===== src/design/lee_pkg.sv =====
// shared types and constants of the lorenz euler step block
// no dependencies; used by the controller, datapath, multiplier and top level
`default_nettype none

package lee_pkg;

  // width of intermediates and of the product accumulator
  localparam int MID_W  = 64;
  localparam int HALF_W = 32;
  localparam int ACC_W  = 128;

  // intermediates are clipped to [-2^62, 2^62 - 1]
  localparam logic signed [MID_W-1:0] MID_MAX = 64'sh3FFF_FFFF_FFFF_FFFF;
  localparam logic signed [MID_W-1:0] MID_MIN = 64'shC000_0000_0000_0000;
  localparam logic [ACC_W-1:0] MID_LIM = ACC_W'(1) << 62;

  typedef enum logic [1:0] {
    CMD_STEP   = 2'd0,
    CMD_LOAD_X = 2'd1,
    CMD_LOAD_Y = 2'd2,
    CMD_LOAD_Z = 2'd3
  } cmd_t;

  // product schedule of one euler step
  typedef enum logic [2:0] {
    OP_HA = 3'd0,  // h * sigma
    OP_XR = 3'd1,  // x * (rho - z)
    OP_HY = 3'd2,  // h * (x*(rho - z) - y)
    OP_XY = 3'd3,  // x * y
    OP_CZ = 3'd4,  // beta * z
    OP_HZ = 3'd5,  // h * (x*y - beta*z)
    OP_HX = 3'd6   // (h*sigma) * (y - x)
  } op_t;

  localparam op_t OP_FIRST = OP_HA;
  localparam op_t OP_LAST  = OP_HX;

  typedef struct packed {
    logic capture;
    logic mul_start;
    op_t  op;
    logic commit;
  } dp_cmd_t;

  typedef struct packed {
    logic mul_done;
  } dp_sts_t;

endpackage

`default_nettype wire


===== src/design/lee_ctrl.sv =====
// controller: handshakes and product schedule of one euler step
// uses lee_pkg; drives the datapath through lee_pkg::dp_cmd_t
`default_nettype none

module lee_ctrl (
  input  wire logic              clk,
  input  wire logic              rst_n,
  input  wire logic              in_valid,
  output logic                   in_stall,
  input  wire logic [1:0]        in_command,
  output logic                   out_valid,
  input  wire logic              out_stall,
  output lee_pkg::dp_cmd_t       cmd,
  input  wire lee_pkg::dp_sts_t  sts
);

  typedef enum logic [1:0] {
    S_IDLE,
    S_MUL,
    S_COMMIT
  } state_t;

  state_t         st_r, st_nxt;
  lee_pkg::op_t   op_r, op_nxt;
  logic           start_r, start_nxt;
  logic           stall_r, stall_nxt;
  logic           ovalid_r, ovalid_nxt;
  logic           accept, out_free, commit;

  assign accept   = in_valid && !stall_r;
  assign out_free = !ovalid_r || !out_stall;
  assign commit   = (st_r == S_COMMIT) && out_free;

  always_comb begin
    st_nxt    = st_r;
    op_nxt    = op_r;
    start_nxt = 1'b0;
    case (st_r)
      S_IDLE: begin
        if (accept) begin
          if (lee_pkg::cmd_t'(in_command) == lee_pkg::CMD_STEP) begin
            st_nxt    = S_MUL;
            op_nxt    = lee_pkg::OP_FIRST;
            start_nxt = 1'b1;
          end else begin
            st_nxt = S_COMMIT;
          end
        end
      end
      S_MUL: begin
        if (sts.mul_done) begin
          if (op_r == lee_pkg::OP_LAST) begin
            st_nxt = S_COMMIT;
          end else begin
            op_nxt    = lee_pkg::op_t'(op_r + 3'd1);
            start_nxt = 1'b1;
          end
        end
      end
      S_COMMIT: begin
        if (out_free) begin
          st_nxt = S_IDLE;
        end
      end
      default: begin
        st_nxt = S_IDLE;
      end
    endcase
    stall_nxt  = (st_nxt != S_IDLE);
    ovalid_nxt = commit ? 1'b1 : (ovalid_r && out_stall);
  end

  always_ff @(posedge clk) begin
    if (!rst_n) begin
      st_r     <= S_IDLE;
      op_r     <= lee_pkg::OP_FIRST;
      start_r  <= 1'b0;
      stall_r  <= 1'b1;
      ovalid_r <= 1'b0;
    end else begin
      st_r     <= st_nxt;
      op_r     <= op_nxt;
      start_r  <= start_nxt;
      stall_r  <= stall_nxt;
      ovalid_r <= ovalid_nxt;
    end
  end

  assign in_stall      = stall_r;
  assign out_valid     = ovalid_r;
  assign cmd.capture   = accept;
  assign cmd.mul_start = start_r;
  assign cmd.op        = op_r;
  assign cmd.commit    = commit;

endmodule

`default_nettype wire


===== config.mk =====
export PLATFORM = sky130hd
export DESIGN_NAME = lee_ctrl
export DESIGN_NICKNAME = d
export VERILOG_FILES = /design/src/design/lee_pkg.sv /design/src/design/lee_ctrl.sv
export SDC_FILE = /design/constraint.sdc
export NUM_CORES = 1
export LEC_CHECK = 0
export BUFFER_PORTS_ARGS = -buffer_cell sky130_fd_sc_hd__buf_4
export CAP_MARGIN = 0
export CORE_AREA = 3 3 40 42
export CTS_CLUSTER_DIAMETER = 150
export DETAILED_ROUTE_END_ITERATION = 10
export DIE_AREA = 0 0 43 45
export PLACE_DENSITY_LB_ADDON = 0.12
export SYNTH_ARGS = -nofsm -noshare
export SYNTH_HDL_FRONTEND = slang
export SYNTH_SLANG_ARGS = --single-unit

===== constraint.sdc =====
create_clock -name clk -period 1.6 [get_ports clk]
set_input_delay 0.16 -clock clk [delete_from_list [all_inputs] [get_ports clk]]
set_output_delay 0.16 -clock clk [all_outputs]
set_load 0.02 [all_outputs]

==> impl_metrics.prom, run 1 <==
# TYPE chip_impl_metric gauge
chip_impl_metric{name="initial_antenna_violation_count",unit=""} 0
chip_impl_metric{name="postLayoutSetupSlackWorst",unit="ns"} 0.0907
chip_impl_info{name="crit_slowest_cell",value="or4b_1"} 1
chip_impl_info{name="cell_chain_critical_path",value="inv_1 > ha_1 > nand2_1 > a32oi_4 > or4b_1 > o21ai_1"} 1
chip_impl_metric{name="power.density_cell_area",unit="mW/mm^2"} 781
chip_impl_metric{name="routed_wire_length_per_instance",unit="um"} 11.1
chip_impl_metric{name="period_utilization",unit="%"} 94.3
chip_impl_metric{name="setup_viol",unit=""} 0
chip_impl_metric{name="syn-num-nets",unit=""} 58
chip_impl_metric{name="tightest_slew",unit="ns"} 0.297
chip_impl_metric{name="final_antenna_net_count",unit=""} 0
chip_impl_metric{name="final_nets",unit=""} 75
chip_impl_metric{name="vdd_ir_drop_max",unit="mV"} 0.454
chip_impl_metric{name="maxClockFrequency",unit="MHz"} 663
chip_impl_metric{name="die_x",unit="um"} 43
chip_impl_metric{name="crit_buf_inv",unit=""} 1
chip_impl_metric{name="post-cts-setup-buffer-count",unit=""} 0
chip_impl_metric{name="synth-warning-count",unit=""} 0
chip_impl_info{name="worstSetupStartpointType",value="flip-flop"} 1
chip_impl_metric{name="ys_types",unit=""} 25
chip_impl_metric{name="mean_instance_size_in_the_synthesized_netlist",unit="um^2"} 8.91
chip_impl_metric{name="core_region_area",unit="mm^2"} 0.00128
chip_impl_metric{name="finalSetupTns",unit="ns"} 0
chip_impl_metric{name="slew_violations",unit=""} 0
chip_impl_metric{name="timing.final.hold_violations",unit=""} 0
chip_impl_metric{name="synth_largest_type_area_fraction",unit="%"} 36.7
chip_impl_metric{name="insertion_delay",unit="ns"} 0.25
chip_impl_metric{name="cts.clk_slew.worst_paths",unit="ns"} 0.06
chip_impl_metric{name="synth_sequential_area_ratio",unit="%"} 36.7
chip_impl_metric{name="die_h",unit="um"} 45
chip_impl_metric{name="cp.arrival",unit="ns"} 1.70
chip_impl_metric{name="slew_headroom",unit="%"} 80.1
chip_impl_metric{name="timing.critical_path.slowest_cell_delay",unit="ns"} 0.52
chip_impl_info{name="post_synth_top_area_cell",value="dfxtp_1"} 1
chip_impl_metric{name="wirelength_routed",unit="um"} 874
chip_impl_info{name="startpoint_of_the_worst_register_to_register_path",value="op_r[0]"} 1
chip_impl_metric{name="grt_start_max_net_pins",unit=""} 11
chip_impl_metric{name="clockBufferDepth",unit=""} 2
chip_impl_metric{name="drive_above_1_share",unit="%"} 35.9
chip_impl_metric{name="cts.sink_count",unit=""} 8
chip_impl_metric{name="global_route.overflow_total",unit=""} 0
chip_impl_metric{name="detail_route.first_pass.iterations",unit=""} 4
chip_impl_metric{name="drt-vias-per-instance",unit=""} 4.85
chip_impl_metric{name="synth_seq_cells",unit=""} 8
chip_impl_metric{name="cts-htree-levels",unit=""} 1
chip_impl_metric{name="power.leakage",unit="nW"} 0.241
chip_impl_metric{name="numCtsBuffers",unit=""} 3
chip_impl_metric{name="worst_clock_skew",unit="ns"} 0.000968
chip_impl_metric{name="area.growth.synth_to_final",unit="%"} 33.5
chip_impl_info{name="critical_path_endpoint",value="op_r[0]"} 1
chip_impl_metric{name="num_vias",unit=""} 383
chip_impl_metric{name="ctsHoldBuffers",unit=""} 0
chip_impl_metric{name="post-dp-hpwl",unit="um"} 653
chip_impl_info{name="setup.worst_path.start",value="op_r[0]"} 1
chip_impl_metric{name="syn_inst",unit=""} 49
chip_impl_info{name="outcome",value="complete, no violations"} 1
chip_impl_info{name="root_driver",value="clkbuf_4"} 1
chip_impl_metric{name="cp_max_fo",unit=""} 7
chip_impl_metric{name="timing.reg2reg.setup_slack",unit="ns"} 0.09
chip_impl_metric{name="io_pins",unit=""} 15
chip_impl_info{name="path_type_of_the_worst_min_delay_path",value="in2reg"} 1
chip_impl_metric{name="vias_in_the_first_global_route",unit=""} 311
chip_impl_info{name="synth.top_cells.by_area",value="dfxtp_1, nand2_1, ha_1"} 1
chip_impl_info{name="rr_endpoint",value="op_r[0]"} 1
chip_impl_metric{name="pre_cts_ws",unit="ns"} 0.0655
chip_impl_metric{name="drc",unit=""} 0
chip_impl_metric{name="worstPathRequired",unit="ns"} 1.79
chip_impl_metric{name="grt_pass1_wl",unit="um"} 1380
chip_impl_metric{name="first_iter_violations",unit=""} 4
chip_impl_metric{name="place_congestion",unit=""} 0.756
chip_impl_metric{name="hold_ws",unit="ns"} 0.181
chip_impl_metric{name="initial_core_util",unit="%"} 34.0
chip_impl_metric{name="globalRouteTotalUtil",unit="%"} 9.68
chip_impl_metric{name="num_antenna_cells",unit=""} 0
chip_impl_metric{name="drv.max_cap_violation_count",unit=""} 0
chip_impl_info{name="endpoint_kind",value="flip-flop"} 1
chip_impl_metric{name="path_depth",unit=""} 6
chip_impl_info{name="rsz_0062_raised_after_global_routing",value="no"} 1
chip_impl_metric{name="area_of_the_mapped_netlist",unit="um^2"} 437
chip_impl_info{name="worst_path_dominant_cell_family",value="simple AND/OR/NAND/NOR gates"} 1
chip_impl_metric{name="rows",unit=""} 13
chip_impl_metric{name="final.min_clock_period",unit="ns"} 1.51
chip_impl_info{name="worstSetupPathType",value="reg2reg"} 1
chip_impl_metric{name="port_buffers",unit=""} 14
chip_impl_info{name="cts_tree",value="yes"} 1
chip_impl_metric{name="design.die.area",unit="mm^2"} 0.00194
chip_impl_metric{name="reg2reg_depth",unit=""} 6
stage by stage:
stage	util [%]	instances	cell area (um^2)	total power, mW
2_1_floorplan	-	49	437	0.270
3_3_place_gp	42.7	76	549	0.299
3_5_place_dp	42.7	76	549	0.298
4_1_cts	44.5	79	572	0.457
5_1_grt	45.4	79	583	0.471
6_report	45.4	79	583	0.455
synth_stat cells, drive strengths merged:
master / instances
nand2: 9
dfxtp: 8
o21ai: 4
buf: 3
a21boi: 2
a21oi: 2
ha: 2
inv: 2
or4b: 2
a31oi: 1
a32oi: 1
and2: 1
and2b: 1
clkbuf: 1
nand2b: 1
nand3: 1
nand3b: 1
nand4b: 1
nor2: 1
nor2b: 1
nor4b: 1
or2: 1
or3: 1
or3b: 1
where the power goes:
group | switching, mW | internal, mW | total, mW
registers | 0.0107 | 0.208 | 0.219
logic | 0.0381 | 0.0412 | 0.0792
clock network | 0.0715 | 0.0861 | 0.158
tightest hold or removal path: stages:
cell	delay [ns]
buf_4	0.12
nand2_1	0.04
a21boi_0	0.06
routing by layer:
layer | GRT usage (%) | part of all wire (%)
met5 | 0 | 0
met4 | 3.61 | 0
met3 | 5.58 | 8.9
met2 | 11.7 | 39
met1 | 13.8 | 52
worst min path at each step:
stage,depth (start not counted),slack [ns],from,endpoint
2_1_floorplan,2,0.30,out_stall,out_valid
3_3_place_gp,3,0.45,out_stall,out_valid
3_5_place_dp,3,0.45,out_stall,out_valid
4_1_cts,3,0.17,out_stall,out_valid
5_1_grt,2,0.19,rst_n,in_stall
6_report,3,0.18,out_stall,out_valid
area by class of cell:
class,instances,area [um^2]
sequential,8,160
clock buffer,3,22.5
tap,15,18.8
inverter,2,7.51
multi-input combinational,35,254
timing repair buffer,16,120
fill,138,702
placed cells by master, fill, tap and decap left out:
cell type   n
nand4b_1    1
nor4b_4     1
dfxtp_1     8
a21oi_1     2
buf_4      16
and2_1      1
clkbuf_4    3
nand3b_1    1
or3_1       1
a31oi_1     1
o21ai_1     2
and2b_1     1
or2_2       1
or4b_1      2
nand2_1     9
a32oi_4     1
a21boi_0    2
inv_1       2
nand3_1     1
o21ai_0     2
or3b_2      1
ha_1        2
nor2_1      1
nor2b_1     1
nand2b_1    1
timing repair:
item,CTS,global route
endpoints found under the hold margin,0,0
gates resized for setup,0,1
endpoints found under the setup margin,0,3
logic make-up (layout without fill, tap and decap cells):
logic type | count (synthesis) | count (layout) | synth area share [%]
AO/OA/AOI/OAI | 10 | 10 | 15.5
adder cells (fa/ha/maj) | 2 | 2 | 5.73
buffers and inverters | 6 | 21 | 7.74
flip-flops | 8 | 8 | 36.7
AND/OR/NAND/NOR | 23 | 23 | 34.4
flip-flops by register name, summed over array words and instances, names as in the netlist:
name / cells
st_r: 2
out_valid: 1
start_r: 1
op_r: 3
in_stall: 1
(Power assumes the default switching activity.)
==> inputs of run 2 (changes only) <==
BUFFER_PORTS_ARGS = unset   (was -buffer_cell sky130_fd_sc_hd__buf_4)
DONT_BUFFER_PORTS = 1   (was unset)
==> run 2 against run 1 <==
Against the previous run:
- the flow now finishes with violations (hold timing)
- global-route usage grew 0.36 points
- die area unchanged
- clock power about the same
- cell count down 15%
- critical path type unchanged
- critical path depth shrank 2
- via count fell by 9.7%
- clock skew increased by 0.0039 ns
- non-clock buffer count decreased by 12
- largest cell class unchanged
- cell area decreased by 15%
- critical endpoint is now op_r[1]
- combinational power fell by 35%
- count of clock-buffer cells in the layout unchanged
- utilization is 6.6 points lower
==> impl_metrics.prom, run 2 (synthesis gave the netlist of run 1 again) <==
# TYPE chip_impl_metric gauge
chip_impl_info{name="outcome",value="finished with violations"} 1
chip_impl_info{name="violated_checks",value="hold timing"} 1
chip_impl_metric{name="slew_violations",unit=""} 0
chip_impl_metric{name="final_nets",unit=""} 63
chip_impl_metric{name="numCtsBuffers",unit=""} 3
chip_impl_metric{name="drc",unit=""} 0
chip_impl_metric{name="fillers",unit=""} 137
chip_impl_metric{name="vdd_ir_drop_max",unit="mV"} 0.337
chip_impl_info{name="final_common_cell",value="nand2_1"} 1
chip_impl_metric{name="worstPathRequired",unit="ns"} 1.79
chip_impl_metric{name="post-dp-hpwl",unit="um"} 697
chip_impl_info{name="layout_common_cells",value="nand2_1, dfxtp_1, buf_4"} 1
chip_impl_metric{name="vias_in_the_first_global_route",unit=""} 343
chip_impl_metric{name="core_region_area",unit="mm^2"} 0.00128
chip_impl_metric{name="num_antenna_cells",unit=""} 0
chip_impl_metric{name="power.leakage",unit="nW"} 0.182
chip_impl_metric{name="globalRouteTotalUtil",unit="%"} 10.0
chip_impl_metric{name="insertion_delay",unit="ns"} 0.26
chip_impl_metric{name="footprint_of_the_multi_input_gates",unit="um^2"} 256
chip_impl_metric{name="cts.clk_slew.worst_paths",unit="ns"} 0.06
chip_impl_info{name="worstSetupStartpointType",value="flip-flop"} 1
chip_impl_info{name="path_type_of_the_worst_min_delay_path",value="in2reg"} 1
chip_impl_info{name="cts_tree",value="yes"} 1
chip_impl_metric{name="port_buffers",unit=""} 0
chip_impl_metric{name="detail_route.first_pass.iterations",unit=""} 4
chip_impl_metric{name="rows",unit=""} 13
chip_impl_info{name="regMostFlops",value="op_r"} 1
chip_impl_metric{name="num_vias",unit=""} 346
chip_impl_metric{name="final.min_clock_period",unit="ns"} 1.52
chip_impl_metric{name="slew_headroom",unit="%"} 70.2
chip_impl_metric{name="worst_clock_skew",unit="ns"} 0.00485
chip_impl_metric{name="drt-vias-per-instance",unit=""} 5.16
chip_impl_info{name="crit_slowest_cell",value="or4b_1"} 1
chip_impl_metric{name="grt_start_max_net_pins",unit=""} 11
chip_impl_metric{name="area.growth.synth_to_final",unit="%"} 14.0
chip_impl_metric{name="ctsHoldBuffers",unit=""} 0
chip_impl_metric{name="initial_core_util",unit="%"} 34.0
chip_impl_metric{name="timing.reg2reg.setup_slack",unit="ns"} 0.08
chip_impl_metric{name="final_antenna_net_count",unit=""} 0
chip_impl_metric{name="drv.max_cap_violation_count",unit=""} 0
chip_impl_metric{name="seq_area",unit="um^2"} 163
chip_impl_metric{name="hold_ws",unit="ns"} -0.00230
chip_impl_info{name="worstSetupPathType",value="reg2reg"} 1
chip_impl_metric{name="cts-htree-levels",unit=""} 1
chip_impl_metric{name="cp_max_fo",unit=""} 7
chip_impl_metric{name="timing.final.hold_violations",unit=""} 1
chip_impl_info{name="root_driver",value="clkbuf_4"} 1
chip_impl_metric{name="grt_pass1_wl",unit="um"} 1440
chip_impl_metric{name="cts.sink_count",unit=""} 8
chip_impl_info{name="endpoint_kind",value="flip-flop"} 1
chip_impl_metric{name="place_congestion",unit=""} 0.779
chip_impl_metric{name="global_route.overflow_total",unit=""} 0
chip_impl_metric{name="setup_viol",unit=""} 0
chip_impl_metric{name="post-place-cells",unit=""} 64
chip_impl_metric{name="period_utilization",unit="%"} 94.8
chip_impl_metric{name="finalNonFillerCells",unit=""} 67
chip_impl_metric{name="initial_antenna_violation_count",unit=""} 0
chip_impl_metric{name="tightest_slew",unit="ns"} 0.449
chip_impl_info{name="rsz_0062_raised_after_global_routing",value="no"} 1
chip_impl_metric{name="drive_above_1_share",unit="%"} 26.9
chip_impl_metric{name="clockBufferDepth",unit=""} 2
chip_impl_metric{name="maxClockFrequency",unit="MHz"} 660
chip_impl_info{name="reg_top3",value="op_r: 3 flops, st_r: 2 flops"} 1
chip_impl_metric{name="design.die.area",unit="mm^2"} 0.00194
chip_impl_metric{name="die_h",unit="um"} 45
chip_impl_metric{name="io_pins",unit=""} 15
chip_impl_metric{name="timing.critical_path.slowest_cell_delay",unit="ns"} 0.51
chip_impl_metric{name="cp.arrival",unit="ns"} 1.70
chip_impl_metric{name="die_x",unit="um"} 43
chip_impl_info{name="cell_chain_critical_path",value="nor4b_4 > a32oi_4 > or4b_1 > o21ai_1"} 1
chip_impl_metric{name="routed_wire_length_per_instance",unit="um"} 13.9
chip_impl_metric{name="largest_register_ffs",unit=""} 3
chip_impl_metric{name="power.density_cell_area",unit="mW/mm^2"} 875
chip_impl_metric{name="wirelength_routed",unit="um"} 931
chip_impl_metric{name="finalSetupTns",unit="ns"} 0
chip_impl_metric{name="postLayoutCoreUtil",unit="%"} 38.8
chip_impl_metric{name="first_iter_violations",unit=""} 10
==> run 2: changes by cell type in the layout (fill, tap and decap cells not counted) <==
cell     change
dfxtp_2      +2
nand2_1      -1
nand2_2      +1
buf_4       -12
dfxtp_1      -2
==> run 2: critical path, delay by kind of cell (launching register included) <==
family,cells,cell delay [ns]
and+or+nand+nor,2,0.87
AOI/OAI and AO/OA,2,0.21
DFF,1,0.36
==> run 2: final timing paths <==
check	start	to	cells after the start
max	st_r[1]	op_r[1]	4
min	rst_n	in_stall	1
max reg2reg	st_r[1]	op_r[1]	4
min reg2reg	st_r[1]	out_valid	2
==> run 2: final cells by class <==
type                    instances  area share, %
multi-input cells              35           51.5
flip-flops and latches          8           32.7
repair buffers                  4           6.03
clock buffers                   3           4.52
well taps                      15           3.77
inverters                       2           1.51
==> run 2: metrics by stage <==
stage                     power [mW]  setup slack, ns  cell area, um^2
final                          0.436           0.0840              498
after detailed placement       0.274           0.0522              459
after CTS                      0.429           0.0173              482
after floorplan                0.270           0.0119              437
after global routing           0.445           0.0109              498
after global placement         0.272           0.0937              459
==> run 2: per-layer routing <==
metal | global-route usage [%] | vias to the layer above | wire [um] | share of wire [%]
met5 | 0 | - | 0 | 0
met4 | 7.23 | 0 | 25 | 2.7
met3 | 4.38 | 6 | 94 | 10
met2 | 14.4 | 13 | 401 | 43
met1 | 12.0 | 152 | 409 | 44
li1 | - | 175 | - | -
==> run 2: what timing repair did <==
item | 4_1_cts | 5_1_grt
endpoints found under the setup margin | 0 | 2
resized for setup | 0 | 4
setup buffers | 0 | 0
==> run 2: power breakdown <==
part	switching [mW]	internal [mW]
Clock	0.0745	0.0862
Combinational	0.0277	0.0241
Sequential	0.0148	0.209
==> inputs of run 3 (changes only) <==
REMOVE_ABC_BUFFERS = 1   (was unset)
==> run 3 against run 2 <==
Against the previous run:
- the flow now finishes without violations
- critical endpoint is now op_r[0]
- critical path depth grew 2
- largest cell class unchanged
- cell area fell by 1.5%
- hold slack better by 0.018 ns
- critical path type unchanged
- sequential share of layout area is 0.24 points higher
- combinational power barely moved
- power fell by 1.5%
- sequential power barely moved
- clock power is 3% lower
- global-route usage up 0.067 points
- maximum frequency grew 0.14%
==> impl_metrics.prom, run 3 (synthesis gave the netlist of run 1 again) <==
# TYPE chip_impl_metric gauge
chip_impl_metric{name="area.growth.synth_to_final",unit="%"} 12.3
chip_impl_info{name="final_common_cell",value="nand2_1"} 1
chip_impl_metric{name="design.die.area",unit="mm^2"} 0.00194
chip_impl_metric{name="largest_register_ffs",unit=""} 3
chip_impl_info{name="crit_slowest_cell",value="or4b_1"} 1
chip_impl_metric{name="final_antenna_net_count",unit=""} 0
chip_impl_metric{name="core_region_area",unit="mm^2"} 0.00128
chip_impl_metric{name="globalRouteTotalUtil",unit="%"} 10.1
chip_impl_metric{name="rows",unit=""} 13
chip_impl_metric{name="finalNonFillerCells",unit=""} 68
chip_impl_metric{name="initial_core_util",unit="%"} 34.0
chip_impl_metric{name="drive_above_1_share",unit="%"} 24.5
chip_impl_metric{name="post-place-cells",unit=""} 64
chip_impl_metric{name="timing.final.hold_violations",unit=""} 0
chip_impl_metric{name="insertion_delay",unit="ns"} 0.25
chip_impl_metric{name="clockBufferDepth",unit=""} 2
chip_impl_info{name="endpoint_kind",value="flip-flop"} 1
chip_impl_info{name="outcome",value="complete, no violations"} 1
chip_impl_metric{name="worst_clock_skew",unit="ns"} 0.00560
chip_impl_metric{name="global_route.overflow_total",unit=""} 0
chip_impl_metric{name="tightest_slew",unit="ns"} 0.450
chip_impl_metric{name="vias_in_the_first_global_route",unit=""} 330
chip_impl_metric{name="place_congestion",unit=""} 0.802
chip_impl_info{name="cell_chain_critical_path",value="inv_1 > ha_1 > nand2_1 > a32oi_2 > or4b_1 > o21ai_1"} 1
chip_impl_metric{name="num_antenna_cells",unit=""} 0
chip_impl_metric{name="cts.sink_count",unit=""} 8
chip_impl_metric{name="cts.clk_slew.worst_paths",unit="ns"} 0.06
chip_impl_metric{name="io_pins",unit=""} 15
chip_impl_metric{name="final.min_clock_period",unit="ns"} 1.51
chip_impl_metric{name="initial_antenna_violation_count",unit=""} 0
chip_impl_metric{name="slew_violations",unit=""} 0
chip_impl_metric{name="power.density_cell_area",unit="mW/mm^2"} 875
chip_impl_metric{name="drc",unit=""} 0
chip_impl_metric{name="routed_wire_length_per_instance",unit="um"} 12.6
chip_impl_metric{name="wirelength_routed",unit="um"} 860
chip_impl_metric{name="hold_ws",unit="ns"} 0.0155
chip_impl_metric{name="cp_max_fo",unit=""} 7
chip_impl_metric{name="cp.arrival",unit="ns"} 1.70
chip_impl_info{name="cts_tree",value="yes"} 1
chip_impl_metric{name="drt-vias-per-instance",unit=""} 5.07
chip_impl_metric{name="die_h",unit="um"} 45
chip_impl_metric{name="numCtsBuffers",unit=""} 3
chip_impl_info{name="reg_top3",value="op_r: 3 flops, st_r: 2 flops"} 1
chip_impl_metric{name="slew_headroom",unit="%"} 70.1
chip_impl_metric{name="period_utilization",unit="%"} 94.6
chip_impl_metric{name="drv.max_cap_violation_count",unit=""} 0
chip_impl_metric{name="worstPathRequired",unit="ns"} 1.79
chip_impl_metric{name="maxClockFrequency",unit="MHz"} 661
chip_impl_metric{name="post-layout-total-power",unit="uW"} 429
chip_impl_metric{name="grt_pass1_wl",unit="um"} 1390
chip_impl_metric{name="grt_start_max_net_pins",unit=""} 11
chip_impl_info{name="path_type_of_the_worst_min_delay_path",value="in2reg"} 1
chip_impl_info{name="layout_common_cells",value="nand2_1, dfxtp_1, buf_4"} 1
chip_impl_metric{name="die_x",unit="um"} 43
chip_impl_info{name="worstSetupStartpointType",value="flip-flop"} 1
chip_impl_metric{name="setup_viol",unit=""} 0
chip_impl_metric{name="port_buffers",unit=""} 0
chip_impl_metric{name="timing.critical_path.slowest_cell_delay",unit="ns"} 0.54
chip_impl_info{name="worstSetupPathType",value="reg2reg"} 1
chip_impl_metric{name="cts-htree-levels",unit=""} 1
chip_impl_info{name="root_driver",value="clkbuf_4"} 1
chip_impl_metric{name="final_nets",unit=""} 64
chip_impl_metric{name="num_vias",unit=""} 345
chip_impl_metric{name="first_iter_violations",unit=""} 8
chip_impl_info{name="regMostFlops",value="op_r"} 1
chip_impl_metric{name="power.leakage",unit="nW"} 0.185
chip_impl_metric{name="vdd_ir_drop_max",unit="mV"} 0.317
chip_impl_metric{name="detail_route.first_pass.iterations",unit=""} 4
[run 3: cell count changes in the layout (fill, tap and decap cells not counted), sizes merged]
cell | previous run | this run
buf | 4 | 5
[run 3: critical path, delay by kind of cell (launching register included)]
kind / cells / cell delay (ns)
buf+inv: 1 / 0.05
fa+ha+maj: 1 / 0.18
compound gates: 2 / 0.26
flops: 1 / 0.33
simple gates: 2 / 0.64
[run 3: report_power, final]
| part | internal, mW | switching [mW] | total [mW] |
|---|---|---|---|
| registers | 0.208 | 0.0133 | 0.222 |
| logic | 0.0247 | 0.0270 | 0.0517 |
| clock network | 0.0859 | 0.0700 | 0.156 |
| total | 0.319 | 0.110 | 0.429 |
[run 3: routing by layer]
metal / up-vias / track usage [%] / wire, um
li1: 177 / - / -
met1: 154 / 12.4 / 394
met2: 10 / 13.5 / 386
met3: 4 / 5.18 / 61
met4: 0 / 7.23 / 18
met5: - / 0 / 0
[run 3: what timing repair did]
action	4_1_cts	5_1_grt
resized for setup	0	1
buffers inserted	0	1
endpoints found under the setup margin	0	2
hold buffers	0	0
hold endpoints to repair	0	0
[run 3: per-stage QoR]
| step | util (%) | instance area (um^2) | setup WS [ns] | TNS, ns |
|---|---|---|---|---|
| floorplan | - | 410 | 0.0112 | 0 |
| global placement | 35.7 | 459 | 0.0945 | 0 |
| detailed placement | 35.7 | 459 | 0.0305 | 0 |
| CTS | 37.5 | 482 | 0.00645 | 0 |
| global route | 38.2 | 490 | -0.0000475 | -0.0000475 |
| finish | 38.2 | 490 | 0.0861 | 0 |
[run 3: area by class of cell]
cell class	count	area [um^2]
well taps	15	18.8
repair buffers	5	37.5
flip-flops and latches	8	161
multi-input cells	35	243
clock buffers	3	22.5
inverters	2	7.51
fillers	134	795
[run 3: worst paths after layout]
kind,from,to,slack [ns],cells past startpoint
worst max-delay path,op_r[0],op_r[0],0.09,6
worst min-delay path,rst_n,in_stall,0.02,1
worst max register to register,op_r[0],op_r[0],0.09,6
worst min register to register,st_r[1],st_r[1],0.57,2
